`src/rtl/tpps_pkg.sv`:
```
// Package with the command and mode codes, timing constants and the program ROM of the sequencer.
`timescale 1ns / 1ps
`default_nettype none

package tpps_pkg;

    localparam int NUM_PROGRAMS       = 5;
    localparam int PHASES_PER_PROGRAM = 2;

    localparam logic [31:0] MS_HOUR = 32'd3600000;
    localparam logic [31:0] MS_DAY  = 32'd86400000;

    // Whole days: (elapsed >> 10) / 84375 as a multiply by a rounded-up reciprocal.
    localparam int          DAY_PRE_SHIFT = 10;
    localparam int          DAY_SHIFT     = 39;
    localparam logic [22:0] DAY_RECIP     = 23'd6515625;

    // Whole hours: (elapsed >> 7) / 28125 in the same way.
    localparam int          HOUR_PRE_SHIFT = 7;
    localparam int          HOUR_SHIFT     = 40;
    localparam logic [25:0] HOUR_RECIP     = 26'd39093747;

    typedef enum logic [2:0] {
        CMD_TICK   = 3'd0,
        CMD_START  = 3'd1,
        CMD_PAUSE  = 3'd2,
        CMD_RESUME = 3'd3,
        CMD_STOP   = 3'd4
    } cmd_t;

    typedef enum logic [1:0] {
        MODE_IDLE  = 2'd0,
        MODE_RUN   = 2'd1,
        MODE_PAUSE = 2'd2,
        MODE_DONE  = 2'd3
    } run_mode_t;

    typedef struct packed {
        logic [5:0] days;
        logic [8:0] temp;
        logic [6:0] hum;
        logic       turning;
        logic [2:0] turn_hours;
    } phase_t;

    function automatic phase_t phase_entry(input logic [2:0] prog, input logic ph);
        phase_t p;
        p = '0;
        unique case ({prog, ph})
            4'b000_0: p = '{6'd18, 9'd375, 7'd57, 1'b1, 3'd4};
            4'b000_1: p = '{6'd3,  9'd372, 7'd68, 1'b0, 3'd0};
            4'b001_0: p = '{6'd25, 9'd375, 7'd55, 1'b1, 3'd4};
            4'b001_1: p = '{6'd3,  9'd372, 7'd70, 1'b0, 3'd0};
            4'b010_0: p = '{6'd14, 9'd375, 7'd55, 1'b1, 3'd4};
            4'b010_1: p = '{6'd2,  9'd372, 7'd68, 1'b0, 3'd0};
            4'b011_0: p = '{6'd25, 9'd375, 7'd55, 1'b1, 3'd4};
            4'b011_1: p = '{6'd3,  9'd372, 7'd68, 1'b0, 3'd0};
            4'b100_0: p = '{6'd21, 9'd375, 7'd55, 1'b1, 3'd4};
            4'b100_1: p = '{6'd3,  9'd372, 7'd68, 1'b0, 3'd0};
            default:  p = '0;
        endcase
        return p;
    endfunction

    // Length of the first phase of a program in milliseconds, modulo 2^32.
    function automatic logic [31:0] first_phase_ms(input logic [2:0] prog);
        phase_t p;
        p = phase_entry(prog, 1'b0);
        return 32'(32'(p.days) * MS_DAY);
    endfunction

    function automatic logic [31:0] turn_interval_ms(input logic [2:0] turn_hours);
        return 32'(32'(turn_hours) * MS_HOUR);
    endfunction

endpackage

`default_nettype wire

```
`src/rtl/timed_phase_program_sequencer_top.sv`:
```
// Top level of the timed phase program sequencer: command register, state update and result register.
`timescale 1ns / 1ps
`default_nettype none

// The sequencer takes one command request per clock cycle while the result side is not stalled,
// and returns exactly one result request for each. A request is held in an input register;
// from there the elapsed time of the current phase is split into whole days and hours by two
// parallel constant-reciprocal multipliers, the run state is updated, and the result is
// captured in the output register. These multipliers set the clock period. A stalled output
// register holds its result while the input register can still take one more request. Phase
// setpoints come from a built-in table of five two-phase programs; temperatures are in tenths
// of a degree Celsius.
module timed_phase_program_sequencer_top (
    input  wire logic        aclk,
    input  wire logic        aresetn,
    input  wire logic        s_tvalid,
    output logic             s_tready,
    // cycle_select [2:0], now_ms [34:3], zero [39:35]
    input  wire logic [39:0] s_tdata,
    // func [2:0]
    input  wire logic [2:0]  s_tuser,
    output logic             m_tvalid,
    input  wire logic        m_tready,
    // accepted [0], run_state [2:1], phase_index [4:3], elapsed_days [10:5],
    // elapsed_hours [15:11], setpoint_valid [16], temp_setpoint [25:17],
    // humidity_setpoint [32:26], turn_event [33], turner_position [34], zero [39:35]
    output logic [39:0]      m_tdata
);
    import tpps_pkg::*;

    localparam logic [3:0] NUM_PROGRAMS_W  = 4'(NUM_PROGRAMS);
    localparam logic [1:0] PHASE_LIMIT     = 2'(PHASES_PER_PROGRAM);

    logic        in_valid_reg;
    logic [2:0]  in_func_reg;
    logic [2:0]  in_sel_reg;
    logic [31:0] in_now_reg;
    logic        out_valid_reg;
    logic [39:0] out_data_reg;
    logic        advance;

    run_mode_t   mode_reg, mode_next;
    logic [2:0]  prog_reg, prog_next;
    logic [1:0]  phase_reg, phase_next;
    logic [31:0] phase_start_reg, phase_start_next;
    logic [31:0] last_turn_reg, last_turn_next;
    logic        turner_reg, turner_next;
    logic [5:0]  days_reg, days_next;
    logic [4:0]  hours_reg, hours_next;

    logic        accepted;
    logic        sp_valid;
    logic        turn_ev;

    phase_t      cur_ph;
    phase_t      sp_ph;
    logic [31:0] elapsed;
    logic [44:0] day_prod;
    logic [50:0] hour_prod;
    logic [5:0]  calc_days;
    logic [10:0] calc_hours_total;
    logic [10:0] day_hours;
    logic [10:0] hours_left;
    logic [31:0] since_turn;
    logic [1:0]  phase_inc;
    logic [8:0]  temp_out;
    logic [6:0]  hum_out;

    assign advance  = in_valid_reg && (!out_valid_reg || m_tready);
    assign s_tready = !in_valid_reg || advance;
    assign m_tvalid = out_valid_reg;
    assign m_tdata  = out_data_reg;

    // Elapsed time in the current phase, split into days and hours.
    assign cur_ph           = phase_entry(prog_reg, phase_reg[0]);
    assign elapsed          = in_now_reg - phase_start_reg;
    assign day_prod         = 45'(elapsed[31:DAY_PRE_SHIFT]) * 45'(DAY_RECIP);
    assign hour_prod        = 51'(elapsed[31:HOUR_PRE_SHIFT]) * 51'(HOUR_RECIP);
    assign calc_days        = day_prod[DAY_SHIFT +: 6];
    assign calc_hours_total = hour_prod[HOUR_SHIFT +: 11];
    assign day_hours        = {1'b0, calc_days, 4'b0000} + {2'b00, calc_days, 3'b000};
    assign hours_left       = calc_hours_total - day_hours;
    assign since_turn       = in_now_reg - last_turn_reg;
    assign phase_inc        = phase_reg + 2'd1;

    always_comb begin
        mode_next        = mode_reg;
        prog_next        = prog_reg;
        phase_next       = phase_reg;
        phase_start_next = phase_start_reg;
        last_turn_next   = last_turn_reg;
        turner_next      = turner_reg;
        days_next        = days_reg;
        hours_next       = hours_reg;
        accepted         = 1'b1;
        sp_valid         = 1'b0;
        turn_ev          = 1'b0;
        case (cmd_t'(in_func_reg))
            CMD_START: begin
                if ({1'b0, in_sel_reg} >= NUM_PROGRAMS_W) begin
                    accepted = 1'b0;
                end else begin
                    mode_next        = MODE_RUN;
                    prog_next        = in_sel_reg;
                    phase_next       = 2'd0;
                    phase_start_next = in_now_reg;
                    last_turn_next   = in_now_reg;
                    turner_next      = 1'b0;
                    days_next        = '0;
                    hours_next       = '0;
                    sp_valid         = 1'b1;
                end
            end
            CMD_PAUSE: begin
                if (mode_reg == MODE_RUN) begin
                    mode_next = MODE_PAUSE;
                end
            end
            CMD_RESUME: begin
                if (mode_reg == MODE_PAUSE) begin
                    mode_next = MODE_RUN;
                    sp_valid  = 1'b1;
                end
            end
            CMD_STOP: begin
                mode_next = MODE_IDLE;
            end
            CMD_TICK: begin
                if (mode_reg == MODE_RUN) begin
                    days_next  = calc_days;
                    hours_next = hours_left[4:0];
                    if (calc_days >= cur_ph.days) begin
                        phase_next = phase_inc;
                        if (phase_inc >= PHASE_LIMIT) begin
                            mode_next = MODE_DONE;
                        end else begin
                            sp_valid         = 1'b1;
                            phase_start_next = phase_start_reg + first_phase_ms(prog_reg);
                        end
                    end else if (cur_ph.turning && cur_ph.turn_hours != 3'd0) begin
                        if (since_turn >= turn_interval_ms(cur_ph.turn_hours)) begin
                            turner_next    = !turner_reg;
                            last_turn_next = in_now_reg;
                            turn_ev        = 1'b1;
                        end
                    end
                end
            end
            default: begin
            end
        endcase
    end

    // Setpoints of the phase that is current after this request.
    always_comb begin
        sp_ph    = phase_entry(prog_next, phase_next[0]);
        temp_out = '0;
        hum_out  = '0;
        if (sp_valid) begin
            temp_out = sp_ph.temp;
            hum_out  = sp_ph.hum;
        end
    end

    always_ff @(posedge aclk) begin
        if (!aresetn) begin
            in_valid_reg    <= 1'b0;
            out_valid_reg   <= 1'b0;
            mode_reg        <= MODE_IDLE;
            prog_reg        <= '0;
            phase_reg       <= '0;
            phase_start_reg <= '0;
            last_turn_reg   <= '0;
            turner_reg      <= 1'b0;
            days_reg        <= '0;
            hours_reg       <= '0;
        end else begin
            if (s_tready) begin
                in_valid_reg <= s_tvalid;
            end
            if (advance) begin
                out_valid_reg   <= 1'b1;
                mode_reg        <= mode_next;
                prog_reg        <= prog_next;
                phase_reg       <= phase_next;
                phase_start_reg <= phase_start_next;
                last_turn_reg   <= last_turn_next;
                turner_reg      <= turner_next;
                days_reg        <= days_next;
                hours_reg       <= hours_next;
            end else if (m_tready) begin
                out_valid_reg <= 1'b0;
            end
        end
    end

    always_ff @(posedge aclk) begin
        if (s_tready && s_tvalid) begin
            in_func_reg <= s_tuser;
            in_sel_reg  <= s_tdata[2:0];
            in_now_reg  <= s_tdata[34:3];
        end
        if (advance) begin
            out_data_reg <= {5'b00000, turner_next, turn_ev, hum_out, temp_out, sp_valid,
                             hours_next, days_next, phase_next, mode_next, accepted};
        end
    end

endmodule

`default_nettype wire

```
`config.mk`:
```
export PLATFORM = sky130hd
export DESIGN_NAME = timed_phase_program_sequencer_top
export DESIGN_NICKNAME = d
export VERILOG_FILES = /design/src/rtl/tpps_pkg.sv /design/src/rtl/timed_phase_program_sequencer_top.sv
export SDC_FILE = /design/constraint.sdc
export NUM_CORES = 2
export LEC_CHECK = 0
export ABC_AREA = 0
export BUFFER_PORTS_ARGS = -buffer_cell sky130_fd_sc_hd__buf_2
export CAP_MARGIN = 40
export CORE_MARGIN = 8
export CORE_UTILIZATION = 65
export CTS_BUF_LIST = sky130_fd_sc_hd__clkbuf_2 sky130_fd_sc_hd__clkbuf_4 sky130_fd_sc_hd__clkbuf_8
export DETAILED_ROUTE_END_ITERATION = 6
export PLACE_DENSITY = 0.83
export SYNTH_ARGS = -nofsm -noshare
export SYNTH_HDL_FRONTEND = slang
export SYNTH_SLANG_ARGS = --single-unit
export TNS_END_PERCENT = 50
```
`constraint.sdc`:
```
create_clock -name aclk -period 13.5 [get_ports aclk]
set_clock_uncertainty 0.2 [all_clocks]
set_input_delay 0.675 -clock aclk [delete_from_list [all_inputs] [get_ports aclk]]
set_output_delay 0.675 -clock aclk [all_outputs]
set_load 0.005 [all_outputs]
```
# [Yosys cells after proc, flatten, opt, wreduce, memory -nomap -nowiden]
# Memory sizes are Yosys's and may differ from the RTL's. A register that Yosys moved wholly into a read port is not among the register bits.
# Cells that the tools add are included.
[totals] ff_bits=158 rom_bits=672 inputBits=47 output_inout_bits=42 mem_count=2
[classes] addsub=6 n_mul=4 order_cmp=4 n_eq_ne=17 muxes=51 bitwise_logic=3 reduce_logical=18
[mem_list] memory="(no name shown)" words=16 width=21 read_ports=1 rd_ports_with_merged_regs=1 wr=0 line="tpps_pkg.sv:49" text="unique case ({prog, ph})"
[mem_list] memory="(no name shown)" words=16 width=21 read_ports=1 rd_ports_with_merged_regs=1 wr=0 line="tpps_pkg.sv:49"
[ops] operator="32-bit two-way mux" count=8
[ops] operator="32-bit one-hot mux with 2 select lines" count=2
[ops] operator="26-bit two-way mux" count=4
[ops] operator="25-bit one-hot mux with 4 select lines" count=1
[ops] operator="32-bit subtractor" count=2
[ops] operator="22-bit by 23-bit multiplier with 45-bit output, second input constant" count=1
[ops] operator="25-bit by 26-bit multiplier with 45-bit output, second input constant" count=1
[ops] operator="32-bit adder" count=1
[ops] operator="32-bit by 25-bit greater-or-equal comparator with 1-bit output" count=1
[ops] operator="6-bit by 17-bit multiplier with 22-bit output, second input constant" count=1
[ops] operator="3-bit by 15-bit multiplier with 18-bit output, second input constant" count=1
[ops] operator="2-bit two-way mux" count=9
[ops] operator="2-bit != test, second input constant" count=7
[ops] operator="1-bit two-way mux" count=13
[ops] operator="3-bit by 2-bit == test with 1-bit output, second input constant" count=4
[ops] operator="6-bit two-way mux" count=2
[ops] operator="6-bit one-hot mux with 2 select lines" count=1
[ops] operator="5-bit two-way mux" count=2
[ops] operator="2-bit one-hot mux with 5 select lines" count=1
[ops] operator="5-bit one-hot mux with 2 select lines" count=1
[ops] operator="4-bit two-way mux" count=2
[ops] operator="7-bit AND reduction" count=1
[ops] operator="3-bit by 1-bit == test with 1-bit output, second input constant" count=2
[ops] operator="3-bit == test, second input constant" count=2
[ops] operator="other kinds (22)" count=33

# [Longest topological paths before layout]
[logic_depth] ltp_word=13 mapped_depth=48

# [Least setup slack after synthesis]
# OpenSTA, ideal clock, no wires.
[synth_timing] kind="reg2reg" from="register in_now_reg[2]" to="register out_data_reg[15] (netlist: m_tdata[15]) (data pin)" setup_ps=256 arrival_ps=10908 t_required_ps=13044 setup_slack_ps=2136 stages_incl_launch_ff=44 path_buffers=0 period_less_slack_ps=11364 cell_sequence="edfxtp_1 -> ha_1 -> a21oi_1 -> o21ai_0 -> a311o_1 -> a221o_1 -> a21oi_1 -> o21bai_1 -> a41o_1 -> a21oi_1 -> o21bai_1 -> xor2_1 -> inv_1 -> fa_1 -> inv_1 -> ha_1 -> fa_1 -> fa_1 -> (+8 left out) -> and3_1 -> o31a_1 -> a2111o_1 -> a41oi_1 -> o31ai_1 -> or2_2 -> a21oi_1 -> xor2_1 -> ha_1 -> xnor2_1 -> xnor2_1 -> xnor2_1 -> xnor2_1 -> xnor2_1 -> xnor2_1 -> xnor3_1 -> xnor2_1 -> a22o_1"
[synth_via] elab_chain_len=6
[synth_rtl] item="start, declared" line="timed_phase_program_sequencer_top.sv:37" text="logic [31:0] in_now_reg;"
[synth_rtl] item="start signal, assigned" line="timed_phase_program_sequencer_top.sv:201" text="in_now_reg <= s_tdata[34:3];"
[synth_rtl] item="32-bit subtractor (*)" line="timed_phase_program_sequencer_top.sv:76" text="assign elapsed = in_now_reg - phase_start_reg;"
[synth_rtl] item="22-bit by 23-bit multiplier with 45-bit output" line="timed_phase_program_sequencer_top.sv:77" text="assign day_prod = 45'(elapsed[31:DAY_PRE_SHIFT]) * 45'(DAY_RECIP);"
[synth_rtl] item="5-bit adder" line="timed_phase_program_sequencer_top.sv:81" text="assign day_hours = {1'b0, calc_days, 4'b0000} + {2'b00, calc_days, 3'b000};"
[synth_rtl] item="5-bit subtractor (*)" line="timed_phase_program_sequencer_top.sv:82" text="assign hours_left = calc_hours_total - day_hours;"
[synth_rtl] item="5-bit two-way mux (*)" line="timed_phase_program_sequencer_top.sv:129" text="if (mode_reg == MODE_RUN) begin"
[synth_rtl] item="5-bit one-hot mux with 2 select lines (*)" line="timed_phase_program_sequencer_top.sv:98" text="case (cmd_t'(in_func_reg))"
[synth_rtl] item="named net hours_next[4]" line="timed_phase_program_sequencer_top.sv:49" text="logic [4:0] hours_reg, hours_next;"
[synth_rtl] item="end signal, assigned" line="timed_phase_program_sequencer_top.sv:204" text="out_data_reg <= {5'b00000, turner_next, turn_ev, hum_out, temp_out, sp_valid,"
[synth_rtl] item="end, declared" line="timed_phase_program_sequencer_top.sv:39" text="logic [39:0] out_data_reg;"
# The timed path passes the listed nets; every way through them passes the cells marked *.
# A chain may end at the register's enable or synchronous reset.

# [Worst setup path in the final report]
# Same ends and word-level chain as after synthesis.

==> out/results.txt <==
Headroom to the max-slew limit came out at 40.2%. The congestion estimate from routability-driven global placement came to 0.965. For the synthesized area, the log shows 27700 sq um.

The logs give 114000 microns for the global-route wire length before repair and 0 for the final number of setup-violating endpoints. The ratio of final minimum period to clock period is 95.2%. The tools report the via count of the first global-routing pass as 22198.

Buffers added to address setup during post-CTS repair amount to 0. For the level count of the clock H-tree, the log shows 4. The run finished, with violations left.

The flip-flop and latch area is 3710 sq um, and the hold violation total from the final report is 0. The dominant cell type by count on the critical path was sky130_fd_sc_hd__xnor2_1. The data required time of the worst path is 13.55 ns.

The gate count after technology mapping is 2845. By startpoint and endpoint, the worst setup path is classified as reg -> reg. Counting flops with a built-in enable in the synthesized netlist gives 63. The clock latency of the later-clocked register in the worst-skew pair was 0.51 ns. Among all stages on the critical path, the largest delay is contributed by sky130_fd_sc_hd__fa_1. Derived from the worst setup path, the maximum achievable clock frequency is 0.0778 GHz. The first detailed-routing pass ran for 7 iterations. The filler cell count came out at 3187.

The number of storage elements in the synthesis netlist was 154; the post-cts resize count was 0. The via count normalized by instance count was 5.91; the fraction of registers with async set/reset was 0%. Port buffering added 76 buffers. The logs give 0 for the count of antenna-violating nets left after detailed routing and 2 for the maximum clock path buffer count. Setup repair after global routing left no endpoint under its margin.

The tools report the total half-perimeter wirelength after legalization and detailed placement as 60200 microns. Summing the areas of all compound-gate instances in the mapped netlist gives 10.6% of the synthesized area. Clock tree synthesis selected as its root buffer the cell sky130_fd_sc_hd__clkbuf_8.

The number of buffers inserted during clock tree synthesis came out at 17. In this design, the stage delay of the slowest critical-path cell is 0.62 ns. The die height works out to 223 microns. For this run, the leading register cell type out of synthesis is sky130_fd_sc_hd__dfxtp_1. After synthesis, the netlist uses 83 different library cells. The initial utilization of the core area, before any placement, comes to 66.0%. The final global-route overflow total is 0, and the area of the die is 49600 sq um. The mux contribution to synthesized area is 1.52%. The synthesis-to-finish area growth came out at 5.77%. Standard cell core area: 42000 sq um.

Of the total synthesized cell area, the portion taken by AND, OR, NAND and NOR gates is 8.20%. Data on the critical path arrives at its endpoint at 12.90 ns. The worst-path maximum fanout came out at 9. The tools report the number of hold buffers added after cts as 0. In this run the worst hold path is classified as in -> reg.

The run gives 0 as the final number of max-transition violations. The number of antenna diodes in the final layout is 0. The net count of the finished layout is 3926. The library cell used most frequently in the layout, excluding fill and tap cells, is sky130_fd_sc_hd__inv_1. The final period demand of the worst path is 12.85 ns. The clock-pin slew on the worst setup and hold paths came out at 0.11 ns. The run gives 154 as the CTS sink count.

The worst setup path is launched from a flip-flop. The run gives 20574 as the total vias in the final route. By area, the combinational part of the netlist is dominated by adder cells. Row generation in the floorplan step produced 75 rows. For this run, the number of Yosys warnings is 0. For this run, the register share of the synthesized area comes to 13.4%.

The average wire per standard cell was 20.1 microns. The tools report the largest net degree at the start of global routing as 94. For the number of antenna violations at the first check in global routing, the log shows 0. The element type at the critical path end is a flip-flop.

The parity-gate share of the synthesized area counting xor and xnor cells works out to 3.24%. The adder and majority gate portion of the synthesized area was 53.6%; the setup TNS after final layout was 0 ns. Max-cap violations in this run came to 0. The tools report the violation count after the first detailed-routing iteration as 1489.

For this design the top-level I/O count stands at 89. The top cell types in the final layout, fill and taps aside, are 619 x sky130_fd_sc_hd__inv_1, 548 x sky130_fd_sc_hd__ha_1, 400 x sky130_fd_sc_hd__fa_1. The worst-margin pin slew came out at 0.896 ns.

The proportion of layout cells with a drive suffix above 1 is 6.11%. The routed design has 70100 microns of wire. The combined global-route utilization of all metal layers came out at 28.8%. The checks that failed: design-rule violations. The post-route DRC violation count was 1; the mean instance size in the synthesized netlist was 9.75 sq um. TritonCTS built the clock tree.

Measured along the x axis, the die boundary spans 223 microns. Summing all multi-input logic gate instances after layout gives 21500 sq um.
-- per-stage QoR --
step	cells	utilization (%)	hold WS, ns	instance area, sq um	setup slack [ns]
after floorplan	2851	-	0.232	27800	2.14
after CTS	3483	69.8	0.117	29300	0.746
after global routing	3483	69.8	0.122	29300	0.0683
after global placement	3446	68.6	0.238	28800	1.03
final	3483	69.8	0.134	29300	0.652
after detailed placement	3451	68.8	0.248	28900	0.774
-- cell type report --
class | count | share of cell area (%)
Multi-Input combinational cell | 2021 | 73.1
Sequential cell | 154 | 12.7
Inverter | 621 | 7.94
Timing Repair Buffer | 116 | 2.53
Tap cell | 539 | 2.30
Clock buffer | 17 | 0.797
Clock inverter | 15 | 0.674
-- worst max-delay path: cells and delay by family (launching register included) --
kind | cells | cell delay [ns]
adders and majority gates | 10 | 4.73
AOI/OAI and AO/OA | 16 | 4.35
xor gates and xnor gates | 10 | 1.71
buffers and inverters | 4 | 0.61
and+or+nand+nor | 2 | 0.50
DFF | 1 | 0.46
-- cell families after synthesis --
group                      after synthesis
and+or+nand+nor                        494
muxes                                   42
DFF                                    154
buffers and inverters                  676
AOI/OAI and AO/OA                      429
xor gates and xnor gates               101
adders and majority gates              948
other                                    1
-- synthesized netlist by cell type, types with 18 or more instances --
library cell | n | share of area (%)
sky130_fd_sc_hd__nand2_1 | 199 | 2.7
sky130_fd_sc_hd__nor3_1 | 41 | 0.74
sky130_fd_sc_hd__dfxtp_1 | 91 | 6.6
sky130_fd_sc_hd__nor2_1 | 99 | 1.3
sky130_fd_sc_hd__nand2b_1 | 18 | 0.41
sky130_fd_sc_hd__a211oi_1 | 18 | 0.49
sky130_fd_sc_hd__nand3_1 | 35 | 0.63
sky130_fd_sc_hd__mux2i_1 | 40 | 1.4
sky130_fd_sc_hd__nand4_1 | 20 | 0.45
sky130_fd_sc_hd__ha_1 | 548 | 25
sky130_fd_sc_hd__a21o_1 | 46 | 1.2
sky130_fd_sc_hd__o211a_1 | 19 | 0.69
sky130_fd_sc_hd__fa_1 | 400 | 29
sky130_fd_sc_hd__xnor2_1 | 63 | 2.0
sky130_fd_sc_hd__clkbuf_1 | 31 | 0.42
sky130_fd_sc_hd__xor2_1 | 37 | 1.2
sky130_fd_sc_hd__a21oi_1 | 109 | 2.0
sky130_fd_sc_hd__o21ai_0 | 66 | 1.2
sky130_fd_sc_hd__edfxtp_1 | 63 | 6.8
sky130_fd_sc_hd__o211ai_1 | 30 | 0.81
sky130_fd_sc_hd__inv_1 | 619 | 8.4
-- metal layers --
layer	up-vias	GRT usage, %	routed length (microns)
met5	-	0	0
met4	0	14.0	3610
met3	214	3.94	3940
met2	707	50.7	34700
met1	10109	34.5	27800
li1	9544	-	-
-- path summary, 6_finish.rpt --
path                        end  slack, ns                from  cells after the start
max                 m_tdata[15]       0.65       in_now_reg[2]                     42
min              in_now_reg[13]       0.13         s_tdata[16]                      1
max reg2reg         m_tdata[15]       0.65       in_now_reg[2]                     42
min reg2reg  phase_start_reg[9]       0.26  phase_start_reg[9]                      2
Power is left out: the tool's default activity adds up to more than one toggle a clock period on the data nets, which glitch-free logic cannot reach.
